`src/rtl/dlbe_pkg.sv`:
```
`default_nettype none
package dlbe_pkg;

  // Serializer geometry
  localparam int unsigned BITS_PER_BYTE = 8;
  localparam int unsigned BIT_CNT_W     = 4;
  localparam int unsigned PHASE_W       = 8;
  localparam int unsigned GAP_W         = 16;

  // Configuration port
  localparam int unsigned CFG_IDX_W  = 3;
  localparam int unsigned CFG_DATA_W = 16;

  // Register reset values
  localparam logic [7:0]       ZERO_HIGH_RST  = 8'd20;
  localparam logic [7:0]       ONE_HIGH_RST   = 8'd40;
  localparam logic [7:0]       PERIOD_RST     = 8'd62;
  localparam logic [GAP_W-1:0] GAP_RST        = 16'd2500;
  localparam logic             DUAL_EN_RST    = 1'b0;

  // Queue between front and back
  localparam int unsigned QUEUE_DEPTH_DEF = 2;

  typedef enum logic [CFG_IDX_W-1:0] {
    CFG_ZERO_HIGH = 3'd0,
    CFG_ONE_HIGH  = 3'd1,
    CFG_PERIOD    = 3'd2,
    CFG_GAP       = 3'd3,
    CFG_DUAL_EN   = 3'd4
  } cfg_idx_t;

  typedef enum logic {
    OP_LOAD = 1'b0,
    OP_TICK = 1'b1
  } op_kind_t;

  // One classified item as held in the queue
  typedef struct packed {
    op_kind_t   kind;
    logic [7:0] byte_a;
    logic [7:0] byte_b;
    logic       frame_end;
  } op_t;

  // Queue head as seen by the back end
  typedef struct packed {
    logic valid;
    op_t  op;
  } q_head_t;

endpackage
`default_nettype wire

```
`src/rtl/dlbe_in_if.sv`:
```
`default_nettype none
interface dlbe_in_if;
  logic       valid;
  logic       ready;
  logic       kind;
  logic [7:0] byte_a;
  logic [7:0] byte_b;
  logic       frame_end;

  modport source (output valid, output kind, output byte_a, output byte_b,
                  output frame_end, input ready);
  modport sink   (input valid, input kind, input byte_a, input byte_b,
                  input frame_end, output ready);
endinterface
`default_nettype wire

```
`src/rtl/dlbe_out_if.sv`:
```
`default_nettype none
interface dlbe_out_if;
  logic valid;
  logic ready;
  logic pin_a;
  logic pin_b;
  logic accepted;
  logic busy_res;

  modport source (output valid, output pin_a, output pin_b, output accepted,
                  output busy_res, input ready);
  modport sink   (input valid, input pin_a, input pin_b, input accepted,
                  input busy_res, output ready);
endinterface
`default_nettype wire

```
`src/rtl/dlbe_front.sv`:
```
`default_nettype none
module dlbe_front #(
  parameter int unsigned QUEUE_DEPTH = dlbe_pkg::QUEUE_DEPTH_DEF
) (
  input  wire logic              clk,
  input  wire logic              rst_n,
  dlbe_in_if.sink                in_if,
  input  wire logic              pop,
  output dlbe_pkg::q_head_t      head
);
  import dlbe_pkg::*;

  localparam int unsigned PTR_W = (QUEUE_DEPTH > 1) ? $clog2(QUEUE_DEPTH) : 1;
  localparam int unsigned CNT_W = $clog2(QUEUE_DEPTH + 1);
  localparam logic [PTR_W-1:0] PTR_LAST = PTR_W'(QUEUE_DEPTH - 1);
  localparam logic [CNT_W-1:0] CNT_FULL = CNT_W'(QUEUE_DEPTH);

  op_t              q_mem_r [QUEUE_DEPTH];
  logic [PTR_W-1:0] wr_ptr_r, wr_ptr_nxt;
  logic [PTR_W-1:0] rd_ptr_r, rd_ptr_nxt;
  logic [CNT_W-1:0] count_r,  count_nxt;
  op_t              op_in;
  logic             push;
  logic             do_pop;

  // Classify the incoming item
  always_comb begin
    op_in.kind      = in_if.kind ? OP_TICK : OP_LOAD;
    op_in.byte_a    = in_if.byte_a;
    op_in.byte_b    = in_if.byte_b;
    op_in.frame_end = in_if.frame_end;
  end

  assign in_if.ready = (count_r != CNT_FULL);
  assign push        = in_if.valid && in_if.ready;
  assign do_pop      = pop && (count_r != '0);

  assign head.valid = (count_r != '0);
  assign head.op    = q_mem_r[rd_ptr_r];

  // Pointer and fill count update
  always_comb begin
    wr_ptr_nxt = wr_ptr_r;
    rd_ptr_nxt = rd_ptr_r;
    count_nxt  = count_r;
    if (push) begin
      wr_ptr_nxt = (wr_ptr_r == PTR_LAST) ? '0 : wr_ptr_r + PTR_W'(1);
    end
    if (do_pop) begin
      rd_ptr_nxt = (rd_ptr_r == PTR_LAST) ? '0 : rd_ptr_r + PTR_W'(1);
    end
    if (push && !do_pop) begin
      count_nxt = count_r + CNT_W'(1);
    end else if (!push && do_pop) begin
      count_nxt = count_r - CNT_W'(1);
    end
  end

  always_ff @(posedge clk) begin
    if (!rst_n) begin
      wr_ptr_r <= '0;
      rd_ptr_r <= '0;
      count_r  <= '0;
    end else begin
      wr_ptr_r <= wr_ptr_nxt;
      rd_ptr_r <= rd_ptr_nxt;
      count_r  <= count_nxt;
    end
  end

  // Queue storage
  always_ff @(posedge clk) begin
    if (push) begin
      q_mem_r[wr_ptr_r] <= op_in;
    end
  end

endmodule
`default_nettype wire

```
`src/rtl/dlbe_back.sv`:
```
`default_nettype none
module dlbe_back (
  input  wire logic                               clk,
  input  wire logic                               rst_n,
  input  wire logic                               cfg_we,
  input  wire logic [dlbe_pkg::CFG_IDX_W-1:0]     cfg_index,
  input  wire logic [dlbe_pkg::CFG_DATA_W-1:0]    cfg_data,
  input  dlbe_pkg::q_head_t                       head,
  output logic                                    pop,
  dlbe_out_if.source                              out_if
);
  import dlbe_pkg::*;

  // Configuration registers
  logic [7:0]       zero_high_r;
  logic [7:0]       one_high_r;
  logic [7:0]       period_r;
  logic [GAP_W-1:0] gap_len_r;
  logic             dual_en_r;

  // Waveform state
  logic [7:0]           shift_a_r,   shift_a_nxt;
  logic [7:0]           shift_b_r,   shift_b_nxt;
  logic [BIT_CNT_W-1:0] bits_left_r, bits_left_nxt;
  logic [PHASE_W-1:0]   phase_r,     phase_nxt;
  logic                 last_r,      last_nxt;
  logic                 hold_vld_r,  hold_vld_nxt;
  logic [7:0]           hold_a_r,    hold_a_nxt;
  logic [7:0]           hold_b_r,    hold_b_nxt;
  logic                 hold_end_r,  hold_end_nxt;
  logic [GAP_W-1:0]     gap_r,       gap_nxt;
  logic [1:0]           lines_r,     lines_nxt;
  logic                 acc;

  // Output register
  logic out_vld_r;
  logic pin_a_r, pin_b_r, acc_r, busy_r;

  // High level of one lane at a given phase, high count clipped to period
  function automatic logic lane_level(input logic msb, input logic [7:0] zero_hi,
                                      input logic [7:0] one_hi, input logic [7:0] per,
                                      input logic [7:0] ph);
    logic [7:0] hi;
    hi = msb ? one_hi : zero_hi;
    if (hi > per) begin
      hi = per;
    end
    return ph < hi;
  endfunction

  assign pop = head.valid && (!out_vld_r || out_if.ready);

  // Execute one item against the waveform state
  always_comb begin
    logic       start;
    logic [8:0] ph_inc;
    logic       la, lb;
    shift_a_nxt   = shift_a_r;
    shift_b_nxt   = shift_b_r;
    bits_left_nxt = bits_left_r;
    phase_nxt     = phase_r;
    last_nxt      = last_r;
    hold_vld_nxt  = hold_vld_r;
    hold_a_nxt    = hold_a_r;
    hold_b_nxt    = hold_b_r;
    hold_end_nxt  = hold_end_r;
    gap_nxt       = gap_r;
    lines_nxt     = lines_r;
    acc           = 1'b0;
    la            = 1'b0;
    lb            = 1'b0;
    start         = 1'b0;
    ph_inc        = '0;
    case (head.op.kind)
      OP_LOAD: begin
        if (!hold_vld_r) begin
          hold_a_nxt   = head.op.byte_a;
          hold_b_nxt   = head.op.byte_b;
          hold_end_nxt = head.op.frame_end;
          hold_vld_nxt = 1'b1;
          acc          = 1'b1;
        end
      end
      OP_TICK: begin
        // Pull the buffered pair into the shifters when the line is free
        start = (bits_left_r == '0) && (gap_r == '0) && hold_vld_r;
        if (start) begin
          shift_a_nxt   = hold_a_r;
          shift_b_nxt   = hold_b_r;
          last_nxt      = hold_end_r;
          bits_left_nxt = BIT_CNT_W'(BITS_PER_BYTE);
          phase_nxt     = '0;
          hold_vld_nxt  = 1'b0;
        end
        if (bits_left_nxt != '0) begin
          la = lane_level(shift_a_nxt[7], zero_high_r, one_high_r, period_r, phase_nxt);
          lb = dual_en_r &&
               lane_level(shift_b_nxt[7], zero_high_r, one_high_r, period_r, phase_nxt);
          ph_inc = {1'b0, phase_nxt} + 9'd1;
          if (ph_inc >= {1'b0, period_r}) begin
            // End of bit period
            phase_nxt     = '0;
            shift_a_nxt   = {shift_a_nxt[6:0], 1'b0};
            shift_b_nxt   = {shift_b_nxt[6:0], 1'b0};
            bits_left_nxt = bits_left_nxt - BIT_CNT_W'(1);
            if ((bits_left_nxt == '0) && last_nxt) begin
              gap_nxt = gap_len_r;
            end
          end else begin
            phase_nxt = ph_inc[PHASE_W-1:0];
          end
        end else if (gap_r != '0) begin
          gap_nxt = gap_r - GAP_W'(1);
        end
        lines_nxt = {lb, la};
      end
      default: begin
      end
    endcase
  end

  // Config write port
  always_ff @(posedge clk) begin
    if (!rst_n) begin
      zero_high_r <= ZERO_HIGH_RST;
      one_high_r  <= ONE_HIGH_RST;
      period_r    <= PERIOD_RST;
      gap_len_r   <= GAP_RST;
      dual_en_r   <= DUAL_EN_RST;
    end else if (cfg_we) begin
      case (cfg_idx_t'(cfg_index))
        CFG_ZERO_HIGH: zero_high_r <= cfg_data[7:0];
        CFG_ONE_HIGH:  one_high_r  <= cfg_data[7:0];
        CFG_PERIOD:    period_r    <= cfg_data[7:0];
        CFG_GAP:       gap_len_r   <= cfg_data[GAP_W-1:0];
        CFG_DUAL_EN:   dual_en_r   <= cfg_data[0];
        default: begin
        end
      endcase
    end
  end

  // State update on each executed item
  always_ff @(posedge clk) begin
    if (!rst_n) begin
      shift_a_r   <= '0;
      shift_b_r   <= '0;
      bits_left_r <= '0;
      phase_r     <= '0;
      last_r      <= 1'b0;
      hold_vld_r  <= 1'b0;
      hold_a_r    <= '0;
      hold_b_r    <= '0;
      hold_end_r  <= 1'b0;
      gap_r       <= '0;
      lines_r     <= '0;
    end else if (pop) begin
      shift_a_r   <= shift_a_nxt;
      shift_b_r   <= shift_b_nxt;
      bits_left_r <= bits_left_nxt;
      phase_r     <= phase_nxt;
      last_r      <= last_nxt;
      hold_vld_r  <= hold_vld_nxt;
      hold_a_r    <= hold_a_nxt;
      hold_b_r    <= hold_b_nxt;
      hold_end_r  <= hold_end_nxt;
      gap_r       <= gap_nxt;
      lines_r     <= lines_nxt;
    end
  end

  // Result register
  always_ff @(posedge clk) begin
    if (!rst_n) begin
      out_vld_r <= 1'b0;
    end else if (pop) begin
      out_vld_r <= 1'b1;
    end else if (out_if.ready) begin
      out_vld_r <= 1'b0;
    end
  end

  always_ff @(posedge clk) begin
    if (pop) begin
      pin_a_r <= lines_nxt[0];
      pin_b_r <= lines_nxt[1];
      acc_r   <= acc;
      busy_r  <= (bits_left_nxt != '0) || (gap_nxt != '0) || hold_vld_nxt;
    end
  end

  assign out_if.valid    = out_vld_r;
  assign out_if.pin_a    = pin_a_r;
  assign out_if.pin_b    = pin_b_r;
  assign out_if.accepted = acc_r;
  assign out_if.busy_res = busy_r;

endmodule
`default_nettype wire

```
`src/rtl/dual_lane_led_bit_encoder_top.sv`:
```
// Dual-lane one-wire LED encoder.
// in_if carries items: kind 0 loads byte_a/byte_b/frame_end into a one-entry
// holding buffer, kind 1 is one tick of the waveform timebase. out_if returns
// one result per item: pin levels after the item, whether a load was taken,
// and whether the encoder is still busy. Each transfer is valid && ready.
// cfg_we/cfg_index/cfg_data write the timing registers (high counts, bit
// period, reset gap, lane B enable); write them only while idle.
// Path: with the queue empty, an item is first written into the front queue,
// then executed and captured in the result register, where it waits for ready.
// Throughput: one item per cycle while out_if does not stall, set by the state
// update in the back end; the front queue holds QUEUE_DEPTH items.
// Reset (rst_n low, synchronous) clears the queue, result valid flag and all
// waveform state, and loads the default timing registers; no clearing pass.
// When out_if stalls, the result register holds and the queue keeps taking
// items until it is full, then in_if.ready drops.
`default_nettype none
module dual_lane_led_bit_encoder_top #(
  parameter int unsigned QUEUE_DEPTH = dlbe_pkg::QUEUE_DEPTH_DEF
) (
  input  wire logic                            clk,
  input  wire logic                            rst_n,
  dlbe_in_if.sink                              in_if,
  dlbe_out_if.source                           out_if,
  input  wire logic                            cfg_we,
  input  wire logic [dlbe_pkg::CFG_IDX_W-1:0]  cfg_index,
  input  wire logic [dlbe_pkg::CFG_DATA_W-1:0] cfg_data
);
  import dlbe_pkg::*;

  q_head_t head;
  logic    pop;

  // Accept and classify, queue
  dlbe_front #(
    .QUEUE_DEPTH (QUEUE_DEPTH)
  ) u_front (
    .clk   (clk),
    .rst_n (rst_n),
    .in_if (in_if),
    .pop   (pop),
    .head  (head)
  );

  // Waveform engine and result register
  dlbe_back u_back (
    .clk       (clk),
    .rst_n     (rst_n),
    .cfg_we    (cfg_we),
    .cfg_index (cfg_index),
    .cfg_data  (cfg_data),
    .head      (head),
    .pop       (pop),
    .out_if    (out_if)
  );

endmodule
`default_nettype wire
```
`src/flat_wrapper.sv`:
```
// flat-port wrapper written by rule: the top's interface ports become plain ports
module dual_lane_led_bit_encoder_top_flat import dlbe_pkg::*;
#(
  parameter int unsigned QUEUE_DEPTH = dlbe_pkg::QUEUE_DEPTH_DEF
)
  (clk, rst_n, cfg_we, cfg_index, cfg_data, in_if_valid, in_if_kind, in_if_byte_a, in_if_byte_b, in_if_frame_end, in_if_ready, out_if_valid, out_if_pin_a, out_if_pin_b, out_if_accepted, out_if_busy_res, out_if_ready);
  dlbe_in_if in_if_i ();
  dlbe_out_if out_if_i ();
  input  wire logic clk;
  input  wire logic rst_n;
  input  wire logic cfg_we;
  input  wire logic [dlbe_pkg::CFG_IDX_W-1:0] cfg_index;
  input  wire logic [dlbe_pkg::CFG_DATA_W-1:0] cfg_data;
  input wire logic [$bits(in_if_i.valid)-1:0] in_if_valid;
  input wire logic [$bits(in_if_i.kind)-1:0] in_if_kind;
  input wire logic [$bits(in_if_i.byte_a)-1:0] in_if_byte_a;
  input wire logic [$bits(in_if_i.byte_b)-1:0] in_if_byte_b;
  input wire logic [$bits(in_if_i.frame_end)-1:0] in_if_frame_end;
  output wire logic [$bits(in_if_i.ready)-1:0] in_if_ready;
  output wire logic [$bits(out_if_i.valid)-1:0] out_if_valid;
  output wire logic [$bits(out_if_i.pin_a)-1:0] out_if_pin_a;
  output wire logic [$bits(out_if_i.pin_b)-1:0] out_if_pin_b;
  output wire logic [$bits(out_if_i.accepted)-1:0] out_if_accepted;
  output wire logic [$bits(out_if_i.busy_res)-1:0] out_if_busy_res;
  input wire logic [$bits(out_if_i.ready)-1:0] out_if_ready;
  assign in_if_i.valid = in_if_valid;
  assign in_if_i.kind = in_if_kind;
  assign in_if_i.byte_a = in_if_byte_a;
  assign in_if_i.byte_b = in_if_byte_b;
  assign in_if_i.frame_end = in_if_frame_end;
  assign in_if_ready = in_if_i.ready;
  assign out_if_valid = out_if_i.valid;
  assign out_if_pin_a = out_if_i.pin_a;
  assign out_if_pin_b = out_if_i.pin_b;
  assign out_if_accepted = out_if_i.accepted;
  assign out_if_busy_res = out_if_i.busy_res;
  assign out_if_i.ready = out_if_ready;
  dual_lane_led_bit_encoder_top #(.QUEUE_DEPTH(QUEUE_DEPTH)) u_core (.clk(clk), .rst_n(rst_n), .in_if(in_if_i), .out_if(out_if_i), .cfg_we(cfg_we), .cfg_index(cfg_index), .cfg_data(cfg_data));
endmodule
```
`config.mk`:
```
export PLATFORM = sky130hd
export DESIGN_NAME = dual_lane_led_bit_encoder_top_flat
export DESIGN_NICKNAME = d
export VERILOG_FILES = /design/src/rtl/dlbe_pkg.sv /design/src/rtl/dlbe_in_if.sv /design/src/rtl/dlbe_out_if.sv /design/src/rtl/dlbe_front.sv /design/src/rtl/dlbe_back.sv /design/src/rtl/dual_lane_led_bit_encoder_top.sv /design/src/flat_wrapper.sv
export SDC_FILE = /design/constraint.sdc
export NUM_CORES = 1
export LEC_CHECK = 0
export ABC_CLOCK_PERIOD_IN_PS = 9250
export BUFFER_PORTS_ARGS = -buffer_cell sky130_fd_sc_hd__buf_2
export CORE_ASPECT_RATIO = 2
export CORE_MARGIN = 1.5
export CORE_UTILIZATION = 46
export CTS_CLUSTER_SIZE = 25
export DETAILED_ROUTE_END_ITERATION = 7
export PLACE_DENSITY = 0.6
export SLEW_MARGIN = 40
export SYNTH_ARGS = -nofsm -noshare
export SYNTH_HDL_FRONTEND = slang
export SYNTH_SLANG_ARGS = --single-unit
```
`constraint.sdc`:
```
create_clock -name clk -period 9.25 [get_ports clk]
set_clock_uncertainty 0.2 [all_clocks]
set_input_delay 0.925 -clock clk [delete_from_list [all_inputs] [get_ports clk]]
set_output_delay 0.925 -clock clk [all_outputs]
set_load 0.05 [all_outputs]
```
==> results.toml, run 1 <==
[outcome]
status = "completed"

[logic_synthesis]
synth_edf_count = 40
yosys.area_share.adder_pct = 6.37
synth-main-ff-cell = "dfxtp_1"
ys_ff_latch = 152
syn_area_mm2 = 0.00864
synth_compound_area_share_pct = 18.3
synthesis.nets = 1079
async_flop_share_pct = 0
synthCells = 993
synth_warnings = 0
yosys.cell_types.count = 72
synthMuxAreaShare_pct = 6.92
seq_area_frac_synth_pct = 39.9
synth_top_family_by_area = "simple AND/OR/NAND/NOR gates"
synthXorXnorAreaFrac_pct = 1.72
yosys.area_share.simple_pct = 23.3
syn_avg_cell_area_um2 = 8.70

[sta]
fin_crit_ps = 6620
worst_pin_slew_ps = 739
finalHoldViolations = 0
setup_ws_ps = 2630
whs_ps = 275
finalSetupTns_ps = 0
fmax_mhz = 151
slew_violations = 0
setup_viol_count_final = 0
fin_crit_sh_pct = 71.6
max_slew_margin_pct = 50.1
rsz0062_at_grt = "false"

[floorplanning]
num_io_pins = 48
die_w_um = 99.9
core_mm2 = 0.0183
row_count = 70
die-area_mm2 = 0.0197
die_height_um = 197
start_util_pct = 47.2

[route]
drt_first_iter_violations = 329
drt_wl_total_um = 24800
wl_per_cell_um = 19.9
dr.pass1.iters = 6
routed_via_density = 5.93
ant_nets = 0
drc = 0
vias = 7392

[setup_path]
critPathLaunchType = "register"
cp.required_ps = 9200
crit_type = "reg -> reg"
worst-path-buf-inv = 1
crit_arrival_ps = 6570
critPathSlowestCell = "or4_1"
end_kind = "register"
cp_max_fo = 28
crit_family = "simple AND/OR/NAND/NOR gates"
max_stage_delay_ps = 490
crit_chain = "inv_1 -> ha_1 -> nor3b_4 -> and3_1 -> nand2_2 -> and2_1 -> ha_1 -> and4_1 -> nand2_1 -> xnor2_1 -> and2_1 -> ha_1 -> a21o_1 -> a221oi_1 -> o21ai_1 -> a21o_1 -> nand2_2 -> nor3_1 -> or4_1 -> a221oi_1 -> and4b_1 -> o211ai_1"
cp_common_cell = "ha_1"

[final_layout]
stdcell_count = 1246
drive_above_1_share_pct = 12.6
synthToLayoutAreaGrowth_pct = 11.0
finalNetCount = 1103
final_common_cell = "nand2_1"
utilization_pct = 52.4
fin_area_mm2 = 0.00959
antenna_cells = 0
layout_common_cells = "nand2_1, dfxtp_1, nand3_1"
fillers = 1734

[clock_tree]
cts.hold.buffers_added = 0
clk_latency_ps = 420
numCtsBuffers = 17
post_cts_buffers = 0
h-tree-depth = 4
cts.sinks = 152
cts_resized = 0
ctsLongestPathBuffers = 2
cts_tree = "built"
root_buffer = "clkbuf_16"
clk_pin_slew_ps = 60

[power_and_ir_drop]
p_switching_mw = 1.17
p_clk_share_pct = 22.9
power_mw = 2.75
power.density_mw_per_mm2 = 287
power_frac_seq_pct = 32.9
peakVddDrop_v = 0.000172
p_int_mw = 1.59
leakage_nw = 4.10
swShare_pct = 42.4
combPwrFrac_pct = 44.2

[placed_design]
finalWeightedCongestion = 0.975
portBuffers = 47
dpl.hpwl_um = 18600
pre_cts_ws_ps = 2410
dpl_cell_area_mm2 = 0.00904
place_inst = 1214

[global_routing]
grt_pass1_vias = 7246
grt_start_max_net_pins = 63
grt_pass1_wl_um = 38700
grt_util_all_layers_pct = 26.2
antenna_found_initial = 0
grt_remaining_overflow = 0

[job]
cap_violations = 0

[worst_hold_path]
hold_path_class = "reg -> reg"
==> power groups by stage <==
stage	logic [mW]	registers [mW]	clock network, mW
floorplan	0.842	0.902	0
global placement	1.20	0.917	0
detailed placement	1.20	0.919	0
CTS	1.21	0.906	0.645
global route	1.32	0.921	0.674
finish	1.22	0.907	0.630
==> registers in the layout, indices dropped and copies added (netlist names), 2 cells and up, named ones only <==
| signal | count |
|---|---|
| u_core.u_back.period_r | 8 |
| u_core.u_back.hold_b_r | 8 |
| u_core.u_back.lines_r | 2 |
| u_core.u_back.gap_r | 16 |
| u_core.u_back.zero_high_r | 8 |
| u_core.u_front.q_mem_r | 36 |
| u_core.u_back.bits_left_r | 4 |
| u_core.u_back.gap_len_r | 16 |
| u_core.u_back.hold_a_r | 8 |
| u_core.u_back.shift_b_r | 8 |
| u_core.u_front.count_r | 2 |
| u_core.u_back.phase_r | 8 |
| u_core.u_back.one_high_r | 8 |
| u_core.u_back.shift_a_r | 8 |
==> per-layer routing <==
| metal | vias up | part of all wire, % | routed length [um] | GRT usage [%] |
|---|---|---|---|---|
| li1 | 3623 | - | - | - |
| met3 | 87 | 2.7 | 677 | 4.04 |
| met5 | - | 0 | 0 | 0 |
| met2 | 182 | 55 | 13600 | 49.5 |
| met1 | 3500 | 35 | 8580 | 24.3 |
| met4 | 0 | 7.7 | 1910 | 19.8 |
==> cell type report <==
class | count | area [um2] | share of cell area, %
Multi-Input combinational cell | 766 | 4930 | 51.4
Sequential cell | 152 | 3440 | 35.9
Clock buffer | 21 | 465 | 4.86
Timing Repair Buffer | 59 | 328 | 3.42
Tap cell | 216 | 270 | 2.82
Inverter | 21 | 78.8 | 0.822
Clock inverter | 11 | 73.8 | 0.770
==> final timing paths <==
path                                                from                            end  slack, ps  cells after the start
worst max-delay path              u_core.u_back.gap_r[0]  u_core.u_back.out_if.busy_res       2630                     22
worst min-delay path            u_core.u_back.lines_r[0]       u_core.u_back.lines_r[0]        280                      2
worst max register to register    u_core.u_back.gap_r[0]  u_core.u_back.out_if.busy_res       2630                     22
worst min register to register  u_core.u_back.lines_r[0]       u_core.u_back.lines_r[0]        280                      2
==> cell families after synthesis <==
| kind of cell | count (synthesis) |
|---|---|
| adder cells (fa/ha/maj) | 44 |
| AND/OR/NAND/NOR | 433 |
| flip-flops | 152 |
| buffers and inverters | 75 |
| multiplexers | 57 |
| XOR/XNOR | 17 |
| AO/OA/AOI/OAI | 215 |
==> synth_stat cells (all sizes together) (21+ instances only) <==
cell | n | share of area [%]
o211a | 26 | 3.0
ha | 44 | 6.4
inv | 21 | 0.91
nand3 | 71 | 4.1
clkbuf | 43 | 1.9
mux2i | 41 | 4.8
nand2 | 221 | 9.6
dfxtp | 112 | 26
a21boi | 43 | 3.7
a21oi | 28 | 1.6
o21ai | 33 | 1.9
nor2 | 44 | 1.9
edfxtp | 40 | 14
==> worst register-to-register path, stage by stage, from the launching register on <==
cell	delay (ps)
dfxtp_1	380
inv_1	80
ha_1	240
nor3b_4	480
and3_1	330
nand2_2	360
and2_1	370
ha_1	270
and4_1	230
nand2_1	100
xnor2_1	60
and2_1	170
ha_1	280
a21o_1	180
a221oi_1	270
o21ai_1	270
a21o_1	330
nand2_2	440
nor3_1	90
or4_1	490
a221oi_1	380
and4b_1	250
o211ai_1	90
(Power assumes the default switching activity.)
==> inputs of run 2 (changes only) <==
- ABC_CLOCK_PERIOD_IN_PS: 9250 -> 5620
- PLACE_DENSITY: 0.6 -> 0.62
- clock period: 9.25 -> 5.62 ns (I/O delays scaled with it)
==> run 2 against run 1 <==
  * Register-to-register slack got worse by 2400 ps
  * Sequential share of layout area fell by 1.1 points
  * Sequential power rose by 60%
  * Highest routed layer unchanged
  * Largest cell class unchanged
  * Largest power group unchanged
==> results.toml, run 2 (same netlist as run 1, synthesis figures left out) <==
[power_and_ir_drop]
leakage_nw = 4.29
power_mw = 4.73
power.density_mw_per_mm2 = 477
peakVddDrop_v = 0.000326

[final_layout]
synthToLayoutAreaGrowth_pct = 14.7
stdcell_count = 1285
utilization_pct = 54.1
finalNetCount = 1142
final_common_cell = "nand2_1"
drive_above_1_share_pct = 16.7
antenna_cells = 0
largest_register = "u_core.u_front.q_mem_r"
layout_common_cells = "nand2_1, dfxtp_1, nand3_1"
largest_reg_flops = 36
top_regs = "u_core.u_front.q_mem_r x36, u_core.u_back.gap_len_r x16, u_core.u_back.gap_r x16"

[sta]
slew_violations = 0
worst_pin_slew_ps = 743
fin_crit_ps = 5340
setup_viol_count_final = 0
fin_crit_sh_pct = 95.0
fmax_mhz = 187
finalHoldViolations = 0
whs_ps = 107
max_slew_margin_pct = 49.8

[setup_path]
crit_arrival_ps = 5320
critPathLaunchType = "register"
end_kind = "register"
crit_chain = "inv_1 -> ha_2 -> nor3b_4 -> and3_4 -> nand2_2 -> and2_4 -> ha_2 -> and4_1 -> nand2_1 -> xnor2_1 -> and2_1 -> ha_1 -> a21o_1 -> a221oi_2 -> o21ai_2 -> o211a_1 -> or3_1 -> o221ai_2 -> o211ai_1 -> or4_1 -> and4b_1 -> o211ai_1"
timing.rr.start = "u_core.u_back.gap_r[1]"
critPathSlowestCell = "or4_1"
rrSetupSlack_ps = 280
rr_worst_depth = 22
r2r_end = "u_core.u_back.out_if.busy_res"
crit_type = "reg -> reg"
cp.required_ps = 5600
cp_max_fo = 6
startpoint = "u_core.u_back.gap_r[1]"
max_stage_delay_ps = 550
cp-endpoint = "u_core.u_back.out_if.busy_res"

[global_routing]
grt_pass1_vias = 7459
antenna_found_initial = 0
grt_remaining_overflow = 0
grt_start_max_net_pins = 79
grt_util_all_layers_pct = 26.1
grt_pass1_wl_um = 38900

[placed_design]
finalWeightedCongestion = 0.988
dpl.hpwl_um = 18500
place_inst = 1253
portBuffers = 47

[route]
dr.pass1.iters = 5
drt_wl_total_um = 24300
drt_first_iter_violations = 378
vias = 7577
ant_nets = 0
drc = 0
routed_via_density = 5.90
wl_per_cell_um = 18.9

[floorplanning]
die_w_um = 99.9
die-area_mm2 = 0.0197
num_io_pins = 48
die_height_um = 197
core_mm2 = 0.0183
start_util_pct = 47.2
row_count = 70

[clock_tree]
clk_pin_slew_ps = 70
numCtsBuffers = 17
clk_latency_ps = 450
h-tree-depth = 4
root_buffer = "clkbuf_16"
cts.sinks = 152
ctsLongestPathBuffers = 2
cts_tree = "built"

[worst_hold_path]
hold_path_class = "in -> reg"

[job]
cap_violations = 0

[outcome]
status = "completed"
[run 2: cell count changes in the layout (fill, tap and decap cells not counted), sizes merged]
cell      delta
buf         +39
inv          +2
clkbuf       -1
clkinvlp     -1
[run 2: per-layer routing]
layer / routed length (um) / track usage (%) / up-vias
met1: 8740 / 26.2 / 3545
met5: 0 / 0 / -
met3: 945 / 3.72 / 98
met4: 1640 / 18.8 / 0
li1: - / - / 3694
met2: 13000 / 47.8 / 240
[run 2: metrics by stage]
stage | setup slack [ps] | instance area, um2 | setup TNS (ps)
floorplan | 13.4 | 8660 | 0
global placement | 315 | 9340 | 0
detailed placement | 224 | 9350 | 0
CTS | 194 | 9870 | 0
global route | -1.48 | 9910 | -1.48
finish | 279 | 9910 | 0
[run 2: worst min path at each step]
stage                                start                            end  cells past startpoint  slack, ps
6_report                        in_if_kind  u_core.u_front.q_mem_r[1][17]                      1        110
4_1_cts                    in_if_byte_a[5]  u_core.u_front.q_mem_r[1][14]                      1         90
2_1_floorplan  u_core.u_back.gap_len_r[13]    u_core.u_back.gap_len_r[13]                      2        240
3_5_place_dp    u_core.u_back.shift_a_r[7]     u_core.u_back.shift_a_r[7]                      2        270
3_3_place_gp      u_core.u_back.lines_r[0]       u_core.u_back.lines_r[0]                      2        250
5_1_grt                    in_if_byte_a[1]  u_core.u_front.q_mem_r[1][10]                      1        100
[run 2: worst max-delay path: cells and delay by family, from the launching register on]
kind,cells,cell delay (ps)
XOR/XNOR,1,60
buffers and inverters,1,60
AND/OR/NAND/NOR,10,2510
AO/OA/AOI/OAI,7,1200
flip-flops,1,340
adder cells (fa/ha/maj),3,720
[run 2: what timing repair did]
action                                 in CTS  in global routing
gates resized for setup                     0                  8
buffers inserted                            0                  0
endpoints found under the hold margin       0                  0
setup endpoints to repair                   0                  2
hold buffers                                0                  0
[run 2: area by class of cell]
type                    count  area (um2)
clock buffers              20         450
repair buffers             98         622
flip-flops and latches    152        3450
well taps                 216         270
inverters                  21        78.8
fillers                  1735        8390
multi-input cells         766        4970
clock inverters            12        77.6
[run 2: where the power goes]
part / switching [mW] / total (mW) / internal, mW
Combinational: 1.37 / 2.24 / 0.871
Clock: 0.464 / 1.04 / 0.577
Sequential: 0.142 / 1.45 / 1.31
